## src/tsrf_pkg.sv

```systemverilog
`timescale 1ns / 1ps

package tsrf_pkg;

   // Bus event codes carried in the operation field
   typedef enum logic [1:0] {
      OP_START = 2'd0,
      OP_OTHER = 2'd1,
      OP_WRITE = 2'd2,
      OP_READ  = 2'd3
   } op_type;

   typedef struct packed {
      op_type     operation;
      logic [7:0] data_byte;
   } req_type;

   typedef struct packed {
      logic [7:0] read_data;
      logic       read_valid;
      logic       bad_address;
   } rsp_type;

   // One bus event handed from the input stage to the register bank
   typedef struct packed {
      logic    go;
      req_type item;
   } step_type;

   // Readings supplied over the configuration port
   typedef struct packed {
      logic [7:0]  local_reading;
      logic [15:0] remote_reading;
   } cfg_type;

   localparam int unsigned CSR_ADDR_W = 3;
   localparam int unsigned CSR_DATA_W = 32;

   localparam logic CSR_IDX_LOCAL  = 1'b0;
   localparam logic CSR_IDX_REMOTE = 1'b1;

   localparam logic [7:0]  LOCAL_READING_RESET  = 8'd40;
   localparam logic [15:0] REMOTE_READING_RESET = 16'h1900;
   localparam logic [7:0]  MAKER_CODE           = 8'h41;
   localparam logic [7:0]  REVISION_CODE        = 8'h57;

   localparam logic [7:0]  CONFIG_RESET         = 8'h00;
   localparam logic [7:0]  RATE_RESET           = 8'h08;
   localparam logic [7:0]  LOCAL_HIGH_RESET     = 8'h55;
   localparam logic [7:0]  LOCAL_LOW_RESET      = 8'h00;
   localparam logic [15:0] REMOTE_HIGH_RESET    = 16'h5500;
   localparam logic [15:0] REMOTE_LOW_RESET     = 16'h0000;
   localparam logic [15:0] REMOTE_OFFSET_RESET  = 16'h0000;
   localparam logic [7:0]  REMOTE_CRIT_RESET    = 8'h6C;
   localparam logic [7:0]  LOCAL_CRIT_RESET     = 8'h55;
   localparam logic [7:0]  CRIT_HYST_RESET      = 8'h0A;
   localparam logic [7:0]  ALERT_COUNT_RESET    = 8'h01;

   // Register map
   localparam logic [7:0] ADDR_LOCAL_TEMP        = 8'h00;
   localparam logic [7:0] ADDR_REMOTE_TEMP_HI    = 8'h01;
   localparam logic [7:0] ADDR_STATUS            = 8'h02;
   localparam logic [7:0] ADDR_CONFIG_RD         = 8'h03;
   localparam logic [7:0] ADDR_RATE_RD           = 8'h04;
   localparam logic [7:0] ADDR_LOCAL_HIGH_RD     = 8'h05;
   localparam logic [7:0] ADDR_LOCAL_LOW_RD      = 8'h06;
   localparam logic [7:0] ADDR_REMOTE_HIGH_HI_RD = 8'h07;
   localparam logic [7:0] ADDR_REMOTE_LOW_HI_RD  = 8'h08;
   localparam logic [7:0] ADDR_CONFIG_WR         = 8'h09;
   localparam logic [7:0] ADDR_RATE_WR           = 8'h0A;
   localparam logic [7:0] ADDR_LOCAL_HIGH_WR     = 8'h0B;
   localparam logic [7:0] ADDR_LOCAL_LOW_WR      = 8'h0C;
   localparam logic [7:0] ADDR_REMOTE_HIGH_HI_WR = 8'h0D;
   localparam logic [7:0] ADDR_REMOTE_LOW_HI_WR  = 8'h0E;
   localparam logic [7:0] ADDR_ONE_SHOT          = 8'h0F;
   localparam logic [7:0] ADDR_REMOTE_TEMP_LO    = 8'h10;
   localparam logic [7:0] ADDR_OFFSET_HI         = 8'h11;
   localparam logic [7:0] ADDR_OFFSET_LO         = 8'h12;
   localparam logic [7:0] ADDR_REMOTE_HIGH_LO    = 8'h13;
   localparam logic [7:0] ADDR_REMOTE_LOW_LO     = 8'h14;
   localparam logic [7:0] ADDR_REMOTE_CRIT       = 8'h19;
   localparam logic [7:0] ADDR_LOCAL_CRIT        = 8'h20;
   localparam logic [7:0] ADDR_CRIT_HYST         = 8'h21;
   localparam logic [7:0] ADDR_ALERT_COUNT       = 8'h22;
   localparam logic [7:0] ADDR_MAKER_ID          = 8'hFE;
   localparam logic [7:0] ADDR_REVISION_ID       = 8'hFF;

endpackage

```

## src/tsrf_csr.sv

```systemverilog
`timescale 1ns / 1ps

module tsrf_csr (
   input  logic                                 clock,
   input  logic                                 reset,
   input  logic                                 csr_psel,
   input  logic                                 csr_penable,
   input  logic                                 csr_pwrite,
   input  logic [tsrf_pkg::CSR_ADDR_W-1:0]      csr_paddr,
   input  logic [tsrf_pkg::CSR_DATA_W-1:0]      csr_pwdata,
   output logic [tsrf_pkg::CSR_DATA_W-1:0]      csr_prdata,
   output logic                                 csr_pready,
   output tsrf_pkg::cfg_type                    cfg
);
   import tsrf_pkg::*;

   logic [7:0]  local_reading_ff, local_reading_in;
   logic [15:0] remote_reading_ff, remote_reading_in;
   logic        write_en;
   logic        reg_index;

   // Registers sit four bytes apart, so bit 2 selects between them.
   assign reg_index  = csr_paddr[2];
   assign write_en   = csr_psel && csr_penable && csr_pwrite;
   assign csr_pready = 1'b1;

   always_comb begin
      local_reading_in  = local_reading_ff;
      remote_reading_in = remote_reading_ff;
      if (write_en) begin
         unique case (reg_index)
            CSR_IDX_LOCAL:  local_reading_in  = csr_pwdata[7:0];
            CSR_IDX_REMOTE: remote_reading_in = csr_pwdata[15:0];
            default: ;
         endcase
      end
   end

   always_comb begin
      unique case (reg_index)
         CSR_IDX_LOCAL:  csr_prdata = {{(CSR_DATA_W-8){1'b0}}, local_reading_ff};
         CSR_IDX_REMOTE: csr_prdata = {{(CSR_DATA_W-16){1'b0}}, remote_reading_ff};
         default:        csr_prdata = '0;
      endcase
   end

   always_ff @(posedge clock) begin
      if (reset) begin
         local_reading_ff  <= LOCAL_READING_RESET;
         remote_reading_ff <= REMOTE_READING_RESET;
      end else begin
         local_reading_ff  <= local_reading_in;
         remote_reading_ff <= remote_reading_in;
      end
   end

   assign cfg.local_reading  = local_reading_ff;
   assign cfg.remote_reading = remote_reading_ff;

endmodule

```

## src/tsrf_regs.sv

```systemverilog
`timescale 1ns / 1ps

module tsrf_regs (
   input  logic               clock,
   input  logic               reset,
   input  tsrf_pkg::step_type step,
   input  tsrf_pkg::cfg_type  cfg,
   output tsrf_pkg::rsp_type  result
);
   import tsrf_pkg::*;

   logic        expect_pointer_ff, expect_pointer_in;
   logic [7:0]  pointer_ff, pointer_in;
   logic [7:0]  config_byte_ff, config_byte_in;
   logic [7:0]  rate_byte_ff, rate_byte_in;
   logic [7:0]  local_high_ff, local_high_in;
   logic [7:0]  local_low_ff, local_low_in;
   logic [15:0] remote_high_ff, remote_high_in;
   logic [15:0] remote_low_ff, remote_low_in;
   logic [15:0] remote_offset_ff, remote_offset_in;
   logic [7:0]  remote_crit_ff, remote_crit_in;
   logic [7:0]  local_crit_ff, local_crit_in;
   logic [7:0]  crit_hyst_ff, crit_hyst_in;
   logic [7:0]  alert_count_ff, alert_count_in;

   logic [7:0]  rd_byte;
   logic        rd_hit;
   logic        wr_hit;
   logic [7:0]  wr_byte;

   assign wr_byte = step.item.data_byte;

   // Read decode at the current pointer
   always_comb begin
      rd_hit = 1'b1;
      unique case (pointer_ff)
         ADDR_LOCAL_TEMP:        rd_byte = cfg.local_reading;
         ADDR_REMOTE_TEMP_HI:    rd_byte = cfg.remote_reading[15:8];
         ADDR_STATUS:            rd_byte = '0;
         ADDR_CONFIG_RD:         rd_byte = config_byte_ff;
         ADDR_RATE_RD:           rd_byte = rate_byte_ff;
         ADDR_LOCAL_HIGH_RD:     rd_byte = local_high_ff;
         ADDR_LOCAL_LOW_RD:      rd_byte = local_low_ff;
         ADDR_REMOTE_HIGH_HI_RD: rd_byte = remote_high_ff[15:8];
         ADDR_REMOTE_LOW_HI_RD:  rd_byte = remote_low_ff[15:8];
         ADDR_REMOTE_TEMP_LO:    rd_byte = cfg.remote_reading[7:0];
         ADDR_OFFSET_HI:         rd_byte = remote_offset_ff[15:8];
         ADDR_OFFSET_LO:         rd_byte = remote_offset_ff[7:0];
         ADDR_REMOTE_HIGH_LO:    rd_byte = remote_high_ff[7:0];
         ADDR_REMOTE_LOW_LO:     rd_byte = remote_low_ff[7:0];
         ADDR_REMOTE_CRIT:       rd_byte = remote_crit_ff;
         ADDR_LOCAL_CRIT:        rd_byte = local_crit_ff;
         ADDR_CRIT_HYST:         rd_byte = crit_hyst_ff;
         ADDR_ALERT_COUNT:       rd_byte = alert_count_ff;
         ADDR_MAKER_ID:          rd_byte = MAKER_CODE;
         ADDR_REVISION_ID:       rd_byte = REVISION_CODE;
         default: begin
            rd_byte = '0;
            rd_hit  = 1'b0;
         end
      endcase
   end

   // Event handling and register update
   always_comb begin
      expect_pointer_in = expect_pointer_ff;
      pointer_in        = pointer_ff;
      config_byte_in    = config_byte_ff;
      rate_byte_in      = rate_byte_ff;
      local_high_in     = local_high_ff;
      local_low_in      = local_low_ff;
      remote_high_in    = remote_high_ff;
      remote_low_in     = remote_low_ff;
      remote_offset_in  = remote_offset_ff;
      remote_crit_in    = remote_crit_ff;
      local_crit_in     = local_crit_ff;
      crit_hyst_in      = crit_hyst_ff;
      alert_count_in    = alert_count_ff;
      wr_hit            = 1'b1;
      result            = '0;

      if (step.go) begin
         unique case (step.item.operation)
            OP_START: expect_pointer_in = 1'b1;
            OP_OTHER: ;
            OP_WRITE: begin
               if (expect_pointer_ff) begin
                  pointer_in        = wr_byte;
                  expect_pointer_in = 1'b0;
               end else begin
                  unique case (pointer_ff)
                     ADDR_CONFIG_WR:         config_byte_in = wr_byte;
                     ADDR_RATE_WR:           rate_byte_in   = wr_byte;
                     ADDR_LOCAL_HIGH_WR:     local_high_in  = wr_byte;
                     ADDR_LOCAL_LOW_WR:      local_low_in   = wr_byte;
                     ADDR_REMOTE_HIGH_HI_WR: remote_high_in[15:8] = wr_byte;
                     ADDR_REMOTE_LOW_HI_WR:  remote_low_in[15:8]  = wr_byte;
                     ADDR_ONE_SHOT:          ;
                     ADDR_OFFSET_HI:         remote_offset_in[15:8] = wr_byte;
                     ADDR_OFFSET_LO:         remote_offset_in[7:0]  = wr_byte;
                     ADDR_REMOTE_HIGH_LO:    remote_high_in[7:0]    = wr_byte;
                     ADDR_REMOTE_LOW_LO:     remote_low_in[7:0]     = wr_byte;
                     ADDR_REMOTE_CRIT:       remote_crit_in = wr_byte;
                     ADDR_LOCAL_CRIT:        local_crit_in  = wr_byte;
                     ADDR_CRIT_HYST:         crit_hyst_in   = wr_byte;
                     ADDR_ALERT_COUNT:       alert_count_in = wr_byte;
                     default:                wr_hit = 1'b0;
                  endcase
                  result.bad_address = !wr_hit;
                  pointer_in         = pointer_ff + 8'd1;
               end
            end
            OP_READ: begin
               result.read_valid  = 1'b1;
               result.read_data   = rd_byte;
               result.bad_address = !rd_hit;
               pointer_in         = pointer_ff + 8'd1;
            end
            default: ;
         endcase
      end
   end

   always_ff @(posedge clock) begin
      if (reset) begin
         expect_pointer_ff <= 1'b1;
         pointer_ff        <= '0;
         config_byte_ff    <= CONFIG_RESET;
         rate_byte_ff      <= RATE_RESET;
         local_high_ff     <= LOCAL_HIGH_RESET;
         local_low_ff      <= LOCAL_LOW_RESET;
         remote_high_ff    <= REMOTE_HIGH_RESET;
         remote_low_ff     <= REMOTE_LOW_RESET;
         remote_offset_ff  <= REMOTE_OFFSET_RESET;
         remote_crit_ff    <= REMOTE_CRIT_RESET;
         local_crit_ff     <= LOCAL_CRIT_RESET;
         crit_hyst_ff      <= CRIT_HYST_RESET;
         alert_count_ff    <= ALERT_COUNT_RESET;
      end else begin
         expect_pointer_ff <= expect_pointer_in;
         pointer_ff        <= pointer_in;
         config_byte_ff    <= config_byte_in;
         rate_byte_ff      <= rate_byte_in;
         local_high_ff     <= local_high_in;
         local_low_ff      <= local_low_in;
         remote_high_ff    <= remote_high_in;
         remote_low_ff     <= remote_low_in;
         remote_offset_ff  <= remote_offset_in;
         remote_crit_ff    <= remote_crit_in;
         local_crit_ff     <= local_crit_in;
         crit_hyst_ff      <= crit_hyst_in;
         alert_count_ff    <= alert_count_in;
      end
   end

   // A pointer byte loads the pointer verbatim and disarms the pointer load.
   assert property (@(posedge clock) disable iff (reset)
      step.go && step.item.operation == OP_WRITE && expect_pointer_ff
      |=> pointer_ff == $past(step.item.data_byte) && !expect_pointer_ff)
      else $error("pointer byte not loaded");

   // Without an event being processed the pointer state must not move.
   assert property (@(posedge clock) disable iff (reset)
      !step.go |=> $stable(pointer_ff) && $stable(expect_pointer_ff))
      else $error("pointer state changed without an event");

endmodule

```

## src/i2c_temp_sensor_register_file.sv

```systemverilog
`timescale 1ns / 1ps

// Channel   Direction  Handshake             Payload
// req_      in         req_valid/req_stall   tsrf_pkg::req_type (operation, data_byte)
// rsp_      out        rsp_valid/rsp_stall   tsrf_pkg::rsp_type (read_data, read_valid,
//                                            bad_address)
// csr_      in         APB write/read        local_reading at 0x0, remote_reading at 0x4
//
// Every bus event passes through the input register and then the result
// register, where its result is held until the result side takes it; a new
// beat can be taken in every cycle while the result side does not stall.
// Synchronous reset restores the device registers to their power-on values and
// empties both stages. A stall on the result side holds the result register;
// the input register then holds its beat and req_stall rises until space frees.

module i2c_temp_sensor_register_file (
   input  logic                                 clock,
   input  logic                                 reset,
   input  logic                                 req_valid,
   output logic                                 req_stall,
   input  tsrf_pkg::req_type                    req_payload,
   output logic                                 rsp_valid,
   input  logic                                 rsp_stall,
   output tsrf_pkg::rsp_type                    rsp_payload,
   input  logic                                 csr_psel,
   input  logic                                 csr_penable,
   input  logic                                 csr_pwrite,
   input  logic [tsrf_pkg::CSR_ADDR_W-1:0]      csr_paddr,
   input  logic [tsrf_pkg::CSR_DATA_W-1:0]      csr_pwdata,
   output logic [tsrf_pkg::CSR_DATA_W-1:0]      csr_prdata,
   output logic                                 csr_pready
);
   import tsrf_pkg::*;

   logic     in_valid_ff, in_valid_in;
   req_type  in_item_ff, in_item_in;
   logic     rsp_valid_ff, rsp_valid_in;
   rsp_type  rsp_payload_ff, rsp_payload_in;
   logic     out_free;
   logic     advance;
   logic     req_take;
   step_type step;
   cfg_type  cfg;
   rsp_type  result;

   // The result register can take a new beat when it is empty or being drained
   // this cycle; the input register then hands its beat across.
   assign out_free  = !rsp_valid_ff || !rsp_stall;
   assign advance   = in_valid_ff && out_free;
   assign req_stall = in_valid_ff && !out_free;
   assign req_take  = req_valid && !req_stall;

   assign step.go   = advance;
   assign step.item = in_item_ff;

   tsrf_csr u_csr (
      .clock       (clock),
      .reset       (reset),
      .csr_psel    (csr_psel),
      .csr_penable (csr_penable),
      .csr_pwrite  (csr_pwrite),
      .csr_paddr   (csr_paddr),
      .csr_pwdata  (csr_pwdata),
      .csr_prdata  (csr_prdata),
      .csr_pready  (csr_pready),
      .cfg         (cfg)
   );

   tsrf_regs u_regs (
      .clock  (clock),
      .reset  (reset),
      .step   (step),
      .cfg    (cfg),
      .result (result)
   );

   // Input register: loaded on an accepted beat, emptied when it advances.
   always_comb begin
      in_item_in  = in_item_ff;
      in_valid_in = in_valid_ff;
      if (req_take) begin
         in_item_in  = req_payload;
         in_valid_in = 1'b1;
      end else if (advance) begin
         in_valid_in = 1'b0;
      end
   end

   // Result register: holds while stalled, otherwise takes the new result.
   always_comb begin
      rsp_payload_in = rsp_payload_ff;
      rsp_valid_in   = rsp_valid_ff;
      if (advance) begin
         rsp_payload_in = result;
         rsp_valid_in   = 1'b1;
      end else if (!rsp_stall) begin
         rsp_valid_in   = 1'b0;
      end
   end

   always_ff @(posedge clock) begin
      if (reset) begin
         in_valid_ff  <= 1'b0;
         rsp_valid_ff <= 1'b0;
      end else begin
         in_valid_ff  <= in_valid_in;
         rsp_valid_ff <= rsp_valid_in;
      end
   end

   always_ff @(posedge clock) begin
      in_item_ff     <= in_item_in;
      rsp_payload_ff <= rsp_payload_in;
   end

   assign rsp_valid   = rsp_valid_ff;
   assign rsp_payload = rsp_payload_ff;

   // A beat that leaves the input register must land in the result register.
   assert property (@(posedge clock) disable iff (reset)
      advance |=> rsp_valid_ff)
      else $error("processed beat did not reach the result register");

   // Only a read answer may carry data.
   assert property (@(posedge clock) disable iff (reset)
      rsp_valid_ff && !rsp_payload_ff.read_valid |-> rsp_payload_ff.read_data == '0)
      else $error("read data present on a non-read result");

endmodule

```

## config.mk

```make
export PLATFORM = sky130hd
export DESIGN_NAME = i2c_temp_sensor_register_file
export DESIGN_NICKNAME = d
export VERILOG_FILES = /design/src/tsrf_pkg.sv /design/src/tsrf_csr.sv /design/src/tsrf_regs.sv /design/src/i2c_temp_sensor_register_file.sv
export SDC_FILE = /design/constraint.sdc
export NUM_CORES = 1
export LEC_CHECK = 0
export BUFFER_PORTS_ARGS = -buffer_cell sky130_fd_sc_hd__clkbuf_2
export CAP_MARGIN = 15
export CELL_PAD_IN_SITES_DETAIL_PLACEMENT = 1
export CELL_PAD_IN_SITES_GLOBAL_PLACEMENT = 1
export CORE_ASPECT_RATIO = 1.75
export CORE_MARGIN = 3
export CORE_UTILIZATION = 32
export DETAILED_ROUTE_END_ITERATION = 7
export GPL_TIMING_DRIVEN = 0
export PLACE_DENSITY = 0.67
export SYNTH_ARGS = -nofsm -noshare
export SYNTH_HDL_FRONTEND = slang
export SYNTH_SLANG_ARGS = --single-unit
export TNS_END_PERCENT = 10
```

## constraint.sdc

```tcl
create_clock -name clock -period 2.52 [get_ports clock]
set_input_delay 0.126 -clock clock [delete_from_list [all_inputs] [get_ports clock]]
set_output_delay 0.126 -clock clock [all_outputs]
set_load 0.01 [all_outputs]
```

==> impl_results.md, run 1 <==
* Met3 Use GR at 0.0489
* Die Y at 213 µm
* Cell Pwr Density at 642 nW/µm²
* RSZ-0062 raised after global routing: true
* Clock group share of total power at 0.453
* Worst-path clk slew at 60 ps
* Met2 Track Usage GR at 0.461
* Share of cells above drive strength 1 at 0.190
* Logic pwr share at 0.103
* Initial antenna violation count at 1
* Critical path class: flop to flop
* Total power at 6.25 mW
* Internal power at 4.61 mW
* Rows at 75
* First-pass DRT Iterations at 6
* DR DRC count at 0
* Worst-skew pair later-pin latency at 460 ps
* Yosys warns at 0
* Worst Tran Pin Value at 983 ps
* Maxcap violations at 0
* Tmin final at 2510 ps
* # IOs at 97
* Critical path's top delay family: compound AO/OA/AOI/OAI gates
* Hold Slack at 143 ps
* Detailed placer's ending HPWL at 24100 µm
* CP Max Fanout at 10
* Clock Sinks at 167
* Seq/Total Area, Yosys at 0.451
* Post-synth top flop: dfxtp_1
* Routability Congestion at 0.968
* CTS Buf Count at 17
* Crit-path slowest cell: a222oi_1
* Hold Fails Final Rpt at 0
* Grt met1 use at 0.260
* Post-synthesis cell type count at 65
* Post-synthesis area per instance at 8.79 µm²
* Die W at 124 µm
* Post-synth EDFFs at 20
* Remaining global-route overflow at 0
* Mapped Area at 7860 µm²
* Maximum vdd drop at 0.000501 V
* Startpoint types: flop
* Initial Util at 0.326
* Commonest non-fill, non-tap cell in the layout: dfxtp_1
* Pin count of the biggest net entering global routing at 17
* CP cell instances: inv_1 > ha_2 > clkbuf_2 > a222oi_1 > o21ai_0 > a22oi_1 > a31oi_2
* Die area at 26600 µm²
* # port buffers at 60
* N_diodes at 0
* Min-Delay Path Class: input pin to flop
* Period utilization at 0.998
* Fmax achieved at 398 MHz
* Psw at 1.65 mW
* Sw Ratio at 0.263
* Pins Over Slew Limit at 0
* Placed inst area at 8610 µm²
* Final instance area at 9740 µm²
* Vias in the first global route at 7809
* CP endpoint kind: flop
* Fillcell total at 2822
* Required time worst endpoint at 2700 ps
* Via count at 7661
* Post-synth ARST share at 0
* Via-to-Cell Ratio at 5.73
* Global Route Usage Sum at 0.250
* Finish-stage setup viols at 0
* Status: finished clean
* Clock skew at 9.31 ps
* CP bufs+invs at 2
* Max_slew headroom at 0.342
* Busiest grt layer: met2
* Clk buf depth at 2
* Highest-count cells in the layout ignoring fill and taps: dfxtp_1 (145), nand2_1 (108), nor2_1 (87)
* NumNets Final at 1072
* Drt total wl at 33100 µm
* Mapped Cells at 894
* First-pass GRT wire length at 49000 µm
* Flops & latches, synth at 167
* WL per Instance at 24.8 µm
* Drt initial violations at 566
* LEAKAGE at 4.14 nW
* Synth-to-layout area growth at 23.9%
* Root Buffer: clkbuf_16
* Worst path max stage delay at 560 ps
* Core area at 24100 µm²
* H-tree depth at 4
* Sequential cell fraction of total power at 0.444
* Final ANT Viol Nets at 0
* CTS tree: built
* CP Data Arrival Time at 2700 ps
[flip-flops by register name (all words and copies together), names as in the netlist, 10 cells and up]
register and count:
rsp_payload 10, u_regs.remote_low_ff 16, in_item_ff 10, u_csr.remote_reading_ff 16
u_regs.remote_high_ff 16, u_regs.remote_offset_ff 16
[synthesized netlist by cell type, types with 3 or more instances]
cell type / instances / area (µm²)
dfxtp_1: 147 / 2940
nand2_1: 110 / 413
nor2_1: 89 / 334
mux2i_1: 86 / 861
nand3_1: 78 / 390
a21oi_1: 66 / 330
clkbuf_1: 64 / 240
o21ai_0: 27 / 135
edfxtp_1: 20 / 601
buf_4: 18 / 135
a222oi_1: 16 / 160
a22oi_1: 13 / 97.6
and2_1: 13 / 81.3
a31oi_1: 9 / 56.3
mux2_2: 9 / 101
and3_1: 7 / 43.8
nor2b_1: 7 / 43.8
nor3_1: 7 / 35.0
a211oi_1: 6 / 45.0
inv_1: 6 / 22.5
nand2b_1: 6 / 37.5
a22o_1: 5 / 43.8
buf_1: 4 / 15.0
ha_1: 4 / 50.1
nand2_2: 4 / 25.0
nand4_2: 4 / 50.1
nor4_1: 4 / 25.0
o22ai_1: 4 / 25.0
a21o_1: 3 / 22.5
a311oi_1: 3 / 26.3
a32o_1: 3 / 30.0
a32oi_1: 3 / 26.3
nand3_2: 3 / 30.0
nand3b_1: 3 / 22.5
o31ai_1: 3 / 22.5
[cell families (layout without fill, tap and decap cells)]
| family | Yosys count | count (layout) | share of synthesized area |
|---|---|---|---|
| AO/OA/AOI/OAI | 179 | 179 | 0.150 |
| adder cells (fa/ha/maj) | 4 | 4 | 0.00637 |
| other | 2 | 17 | 0.000955 |
| flip-flops | 167 | 167 | 0.451 |
| buffers and inverters | 97 | 217 | 0.0571 |
| multiplexers | 95 | 95 | 0.122 |
| AND/OR/NAND/NOR | 350 | 350 | 0.212 |
[per-layer routing]
layer,vias up,wire length (µm)
met5,-,4
met4,2,2200
met3,124,1720
met2,308,17300
met1,3815,11900
li1,3412,-
[tightest hold or removal path, stage by stage]
cell and delay [ps]:
clkbuf_2 90, nand3_1 80, nor2_1 120, nand2_1 90, a21oi_1 50
[metrics by stage]
step,setup WS (ps),instances,setup TNS [ps],utilization
2_1_floorplan,412,909,0,-
3_3_place_gp,-1060,1277,-61890,0.357
3_5_place_dp,-1010,1277,-56400,0.357
4_1_cts,-55.9,1338,-102,0.402
5_1_grt,-47.3,1337,-208,0.404
6_report,5.72,1337,0,0.404
[repair_timing]
action	CTS	global route
hold endpoints to repair	36	0
resized for setup	52	25
pin swaps	8	5
endpoints found under the setup margin	123	71
setup buffers	4	0
hold buffers	28	0
[power by group through the flow]
| stage | registers (mW) | logic, mW | clock network [mW] |
|---|---|---|---|
| floorplan | 2.81 | 0.323 | 0 |
| global placement | 2.83 | 0.563 | 0 |
| detailed placement | 2.83 | 0.565 | 0 |
| CTS | 2.77 | 0.628 | 2.85 |
| global route | 2.78 | 0.684 | 2.95 |
| finish | 2.78 | 0.647 | 2.83 |
[cell type report]
| class | count | area, µm² | share of cell area |
|---|---|---|---|
| plain buffers | 86 | 463 | 0.0475 |
| clock buffers | 21 | 482 | 0.0494 |
| clock inverters | 11 | 144 | 0.0148 |
| inverters | 7 | 26.3 | 0.00270 |
| multi-input cells | 645 | 4080 | 0.418 |
| flip-flops and latches | 167 | 3550 | 0.364 |
| well taps | 308 | 385 | 0.0395 |
| repair buffers | 92 | 623 | 0.0639 |
[worst paths after layout]
| kind | from | endpoint | slack, ps | cells past startpoint |
|---|---|---|---|---|
| max | u_regs.pointer_ff[0] | rsp_payload[7] | 6 | 7 |
| min | csr_penable | u_csr.remote_reading_ff[2] | 140 | 5 |
| max reg2reg | u_regs.pointer_ff[0] | rsp_payload[7] | 6 | 7 |
| min reg2reg | u_regs.remote_crit_ff[7] | u_regs.remote_crit_ff[7] | 470 | 2 |
(Power assumes the default switching activity.)
==> inputs of run 2 (changes only) <==
--- a/config.mk
+++ b/config.mk
@@ -10,10 +10,11 @@
 export CELL_PAD_IN_SITES_DETAIL_PLACEMENT = 1
 export CELL_PAD_IN_SITES_GLOBAL_PLACEMENT = 1
 export CORE_ASPECT_RATIO = 1.75
-export CORE_MARGIN = 3
+export CORE_MARGIN = 4
 export CORE_UTILIZATION = 32
 export DETAILED_ROUTE_END_ITERATION = 7
 export GPL_TIMING_DRIVEN = 0
+export HOLD_SLACK_MARGIN = 0.03
 export PLACE_DENSITY = 0.67
 export SYNTH_ARGS = -nofsm -noshare
 export SYNTH_HDL_FRONTEND = slang
==> impl_results.md, run 2 (same netlist as run 1, synthesis figures left out) <==
* Status: finished, violations left
* Failing checks: negative setup slack
* Total power at 6.28 mW (+0.44%)
* Period utilization at 1.01 (+0.0107)
* Pin count of the biggest net entering global routing at 17 (unchanged)
* Hold Fails Final Rpt at 0 (unchanged)
* Tmin final at 2540 ps (+26.9 ps)
* CP bufs+invs at 3 (+1)
* Final ANT Viol Nets at 0 (unchanged)
* Final instance area at 9710 µm² (-0.39%)
* CP Data Arrival Time at 2710 ps (about the same)
* Post-layout util at 0.402 (-0.00156)
* Pins Over Slew Limit at 0 (unchanged)
* Synth-to-layout area growth at 23.5%
* Routability Congestion at 0.973 (+0.51%)
* Die Y at 215 µm (+0.94%)
* Clk buf depth at 2 (unchanged)
* Place WS at -897 ps (+117 ps)
* Fin cells at 1335 (-0.15%)
* Critical path's top delay family: compound AO/OA/AOI/OAI gates
* R2R setup slack at -20 ps (-30 ps)
* Levels on crit path at 8 (+1)
* Root Buffer: clkbuf_16
* Critical path class: flop to flop
* Worst-skew pair later-pin latency at 450 ps (about the same)
* Initial antenna violation count at 0 (-1)
* Commonest non-fill, non-tap cell in the layout: dfxtp_1
* Via-to-Cell Ratio at 5.62 (-2.0%)
* CTS tree: built
* Cell Pwr Density at 647 nW/µm² (+0.83%)
* DR DRC count at 0 (unchanged)
* Finish-stage setup viols at 3 (+3)
* Hold Slack at 158 ps (+14.7 ps)
* Maximum vdd drop at 0.000429 V (-14%)
* Final setup TNS at -33.1 ps (-33.1 ps)
* Core area at 24100 µm² (unchanged)
* Worst-path clk slew at 70 ps (about the same)
* CP endpoint kind: flop
* Cell count of the worst hold path at 5 (unchanged)
* CP Max Fanout at 10 (unchanged)
* Rows at 75 (unchanged)
* Fillcell total at 2819 (-0.11%)
* Cell count of the worst reg-to-reg path at 8 (+1)
* Die area at 27200 µm² (+2.6%)
* # IOs at 97 (unchanged)
* Crit-path slowest cell: a222oi_1
* Detailed placer's ending HPWL at 24200 µm (+0.43%)
* Placed inst area at 8610 µm² (unchanged)
* Drt initial violations at 597 (+5.5%)
* Drt total wl at 33100 µm (about the same)
* Startpoint types: flop
* Min-Delay Path Class: input pin to flop
* CP cell instances: inv_1 > ha_2 > clkbuf_4 > clkbuf_8 > a222oi_1 > nor2_1 > a31oi_1 > a31oi_1
* Maxcap violations at 0 (unchanged)
* Remaining global-route overflow at 0 (unchanged)
* Clock Sinks at 167 (unchanged)
* CP dominant cell by count: a31oi_1
* Via count at 7498 (-2.1%)
* Worst Tran Pin Value at 971 ps (-11.4 ps)
* N_diodes at 0 (unchanged)
* Share of cells above drive strength 1 at 0.186 (-0.00450)
* LEAKAGE at 4.16 nW (+0.46%)
* Vias in the first global route at 7913 (+1.3%)
* RSZ-0062 raised after global routing: true
* Required time worst endpoint at 2690 ps (about the same)
* Die W at 126 µm (+1.6%)
* WL per Instance at 24.8 µm (+0.13%)
* First-pass DRT Iterations at 6 (unchanged)
* Initial Util at 0.326 (unchanged)
* H-tree depth at 4 (unchanged)
* Fin worst setup slack at -21.2 ps (-26.9 ps)
* NumNets Final at 1070 (-0.19%)
* Highest-count cells in the layout ignoring fill and taps: dfxtp_1 (145), nand2_1 (110), nor2_1 (87)
* CTS Buf Count at 17 (unchanged)
* Post-Place Cells at 1277 (unchanged)
* Global Route Usage Sum at 0.245 (-0.00467)
* First-pass GRT wire length at 49800 µm (+1.8%)
* Fmax achieved at 394 MHz (-1.1%)
* Clock skew at 9.65 ps (+0.335 ps)
* Max_slew headroom at 0.350 (+0.00763)
* # port buffers at 60 (unchanged)
* Worst path max stage delay at 570 ps (about the same)
-- run 2: timing repair --
action | in CTS | in global routing
buffers inserted | 3 | 0
hold buffers | 28 | 0
setup endpoints to repair | 123 | 42
pin swaps | 6 | 5
gates resized for setup | 52 | 18
endpoints found under the hold margin | 36 | 0
-- run 2: worst register-to-register path: stages, from the launching register on --
cell      delay [ps]
dfxtp_2          380
inv_1            110
ha_2             260
clkbuf_4         240
clkbuf_8         220
a222oi_1         570
nor2_1            90
a31oi_1          220
a31oi_1          170
-- run 2: final cells by class --
class                      instances  area, µm²  share of cell area
inverter                           7       26.3             0.00271
sequential                       167       3550               0.365
buffer                            85        474              0.0489
clock inverter                    12        173              0.0178
clock buffer                      20        467              0.0481
tap                              308        385              0.0397
multi-input combinational        645       4020               0.414
timing repair buffer              91        616              0.0634
-- run 2: report_power, final --
| group | internal (mW) | switching (mW) |
|---|---|---|
| logic | 0.208 | 0.417 |
| clock network | 1.73 | 1.14 |
| registers | 2.73 | 0.0546 |
-- run 2: worst paths after layout --
| kind | end | start |
|---|---|---|
| worst max-delay path | rsp_payload[7] | u_regs.pointer_ff[0] |
| worst min register to register | u_regs.remote_crit_ff[4] | u_regs.remote_crit_ff[4] |
| worst min-delay path | u_csr.remote_reading_ff[14] | csr_penable |
| worst max register to register | rsp_payload[7] | u_regs.pointer_ff[0] |
-- run 2: routing by layer --
layer | global-route usage | routed length [µm] | vias up
met5 | 0 | 0 | -
met4 | 0.184 | 2700 | 0
met3 | 0.0465 | 1610 | 118
met2 | 0.422 | 16600 | 276
met1 | 0.262 | 12200 | 3696
li1 | - | - | 3408
==> inputs of run 3 (changes only) <==
--- a/config.mk
+++ b/config.mk
@@ -16,6 +16,7 @@
 export GPL_TIMING_DRIVEN = 0
 export HOLD_SLACK_MARGIN = 0.03
 export PLACE_DENSITY = 0.67
+export RECOVER_POWER = 100
 export SYNTH_ARGS = -nofsm -noshare
 export SYNTH_HDL_FRONTEND = slang
 export SYNTH_SLANG_ARGS = --single-unit
==> impl_results.md, run 3 (same netlist as run 1, synthesis figures left out) <==
* Remaining global-route overflow at 0 (unchanged)
* Worst Tran Pin Value at 979 ps (+7.18 ps)
* Finish-stage setup viols at 1 (-2)
* Die W at 126 µm (unchanged)
* Fin cells at 1335 (unchanged)
* First-pass DRT Iterations at 5 (-1)
* DR DRC count at 0 (unchanged)
* R2R setup slack at -40 ps (-20 ps)
* Pins Over Slew Limit at 0 (unchanged)
* CTS Buf Count at 17 (unchanged)
* FF+latch area at 3550 µm² (unchanged)
* WL per Instance at 24.8 µm (-0.21%)
* Routability Congestion at 0.973 (unchanged)
* Max_slew headroom at 0.345 (-0.00481)
* Fmax achieved at 391 MHz (-0.64%)
* Global Route Usage Sum at 0.245 (unchanged)
* First-pass GRT wire length at 49800 µm (unchanged)
* Pin count of the biggest net entering global routing at 17 (unchanged)
* Cell Pwr Density at 648 nW/µm² (+0.22%)
* Core area at 24100 µm² (unchanged)
* Fin worst setup slack at -37.6 ps (-16.4 ps)
* Hold Slack at 155 ps (-2.44 ps)
* CP cell instances: or3b_2 > clkbuf_1 > nor2_4 > nand3_2 > mux2i_1 > nor2_1
* Initial antenna violation count at 0 (unchanged)
* Min-Delay Path Class: input pin to flop
* CP endpoint kind: flop
* Crit-path slowest cell: nand3_2
* RSZ-0062 raised after global routing: true
* # IOs at 97 (unchanged)
* Placed inst area at 8610 µm² (unchanged)
* Required time worst endpoint at 2820 ps (+130 ps)
* Die area at 27200 µm² (unchanged)
* Maximum vdd drop at 0.000432 V (+0.66%)
* Worst-skew pair later-pin latency at 460 ps (about the same)
* Post-layout util at 0.401 (-0.00109)
* Post-Place Cells at 1277 (unchanged)
* Critical path's top delay family: simple AND/OR/NAND/NOR gates
* Tmin final at 2560 ps (+16.4 ps)
* Final setup TNS at -37.6 ps (-4.52 ps)
* Commonest non-fill, non-tap cell in the layout: dfxtp_1
* Fillcell total at 2819 (unchanged)
* Worst-path clk slew at 70 ps (about the same)
* Place WS at -897 ps (unchanged)
* Synth-to-layout area growth at 23.1%
* Area taken by multi-input logic gates at 4020 µm² (unchanged)
* CP bufs+invs at 1 (-2)
* Startpoint types: flop
* Status: finished, violations left
* Die Y at 215 µm (unchanged)
* Root Buffer: clkbuf_16
* # port buffers at 60 (unchanged)
* H-tree depth at 4 (unchanged)
* Detailed placer's ending HPWL at 24200 µm (unchanged)
* Rows at 75 (unchanged)
* Final ANT Viol Nets at 0 (unchanged)
* Initial Util at 0.326 (unchanged)
* Critical path class: flop to flop
* CP Max Fanout at 8 (-2)
* Clk buf depth at 2 (unchanged)
* Maxcap violations at 0 (unchanged)
* CP Data Arrival Time at 2860 ps (+150 ps)
* Worst path max stage delay at 480 ps (-90 ps)
* Vias in the first global route at 7913 (unchanged)
* Total power at 6.28 mW (about the same)
* Clock skew at 10.7 ps (+1.04 ps)
* NumNets Final at 1070 (unchanged)
* Hold Fails Final Rpt at 0 (unchanged)
* Drt initial violations at 602 (+0.84%)
* Via-to-Cell Ratio at 5.60 (-0.37%)
* Period utilization at 1.01 (+0.00652)
* Clock Sinks at 167 (unchanged)
* Share of cells above drive strength 1 at 0.164 (-0.0224)
* Via count at 7470 (-0.37%)
* N_diodes at 0 (unchanged)
* Final instance area at 9680 µm² (-0.27%)
* Failing checks: negative setup slack
* CTS tree: built
* Highest-count cells in the layout ignoring fill and taps: dfxtp_1 (145), nand2_1 (110), nor2_1 (87)
* LEAKAGE at 4.09 nW (-1.7%)
* Drt total wl at 33100 µm (-0.21%)
## run 3: cell count changes in the layout (fill, tap and decap cells not counted)
cell / previous run / this run
a21bo_1: 0 / 1
a21bo_2: 2 / 1
and2_0: 0 / 8
and2_1: 13 / 5
clkbuf_1: 35 / 56
clkbuf_2: 74 / 53
mux2_1: 0 / 1
mux2_2: 9 / 8
## run 3: per-layer routing
layer  wire length, µm  global-route usage
met5                 0                   0
met4              2790               0.184
met3              1750              0.0465
met2             16500               0.422
met1             12100               0.262
## run 3: cell type report
type / instances / area share
plain buffers: 85 / 0.0490
clock buffers: 20 / 0.0482
clock inverters: 12 / 0.0178
inverters: 7 / 0.00271
multi-input cells: 645 / 0.415
flip-flops and latches: 167 / 0.366
well taps: 308 / 0.0398
repair buffers: 91 / 0.0609
## run 3: power breakdown
group,switching (mW),internal (mW)
Combinational,0.416,0.204
Clock,1.14,1.73
Sequential,0.0547,2.73
## run 3: what timing repair did
item                                    in CTS  in global routing
hold endpoints to repair                    36                  0
setup buffers                                3                  0
hold buffers                                28                  0
pin swaps                                    6                  5
gates resized for setup                     52                 18
endpoints found under the setup margin     123                 42
## run 3: worst register-to-register path, stage by stage, from the launching register on
cell and delay (ps):
edfxtp_1 470, or3b_2 470, clkbuf_1 220, nor2_4 330, nand3_2 480, mux2i_1 340, nor2_1 80
## run 3: final timing paths
| path | depth (start not counted) | startpoint | to |
|---|---|---|---|
| min reg2reg | 2 | u_regs.remote_crit_ff[4] | u_regs.remote_crit_ff[4] |
| max | 6 | in_item_ff[8] | u_regs.config_byte_ff[3] |
| max reg2reg | 6 | in_item_ff[8] | u_regs.config_byte_ff[3] |
| min | 5 | csr_penable | u_csr.remote_reading_ff[14] |
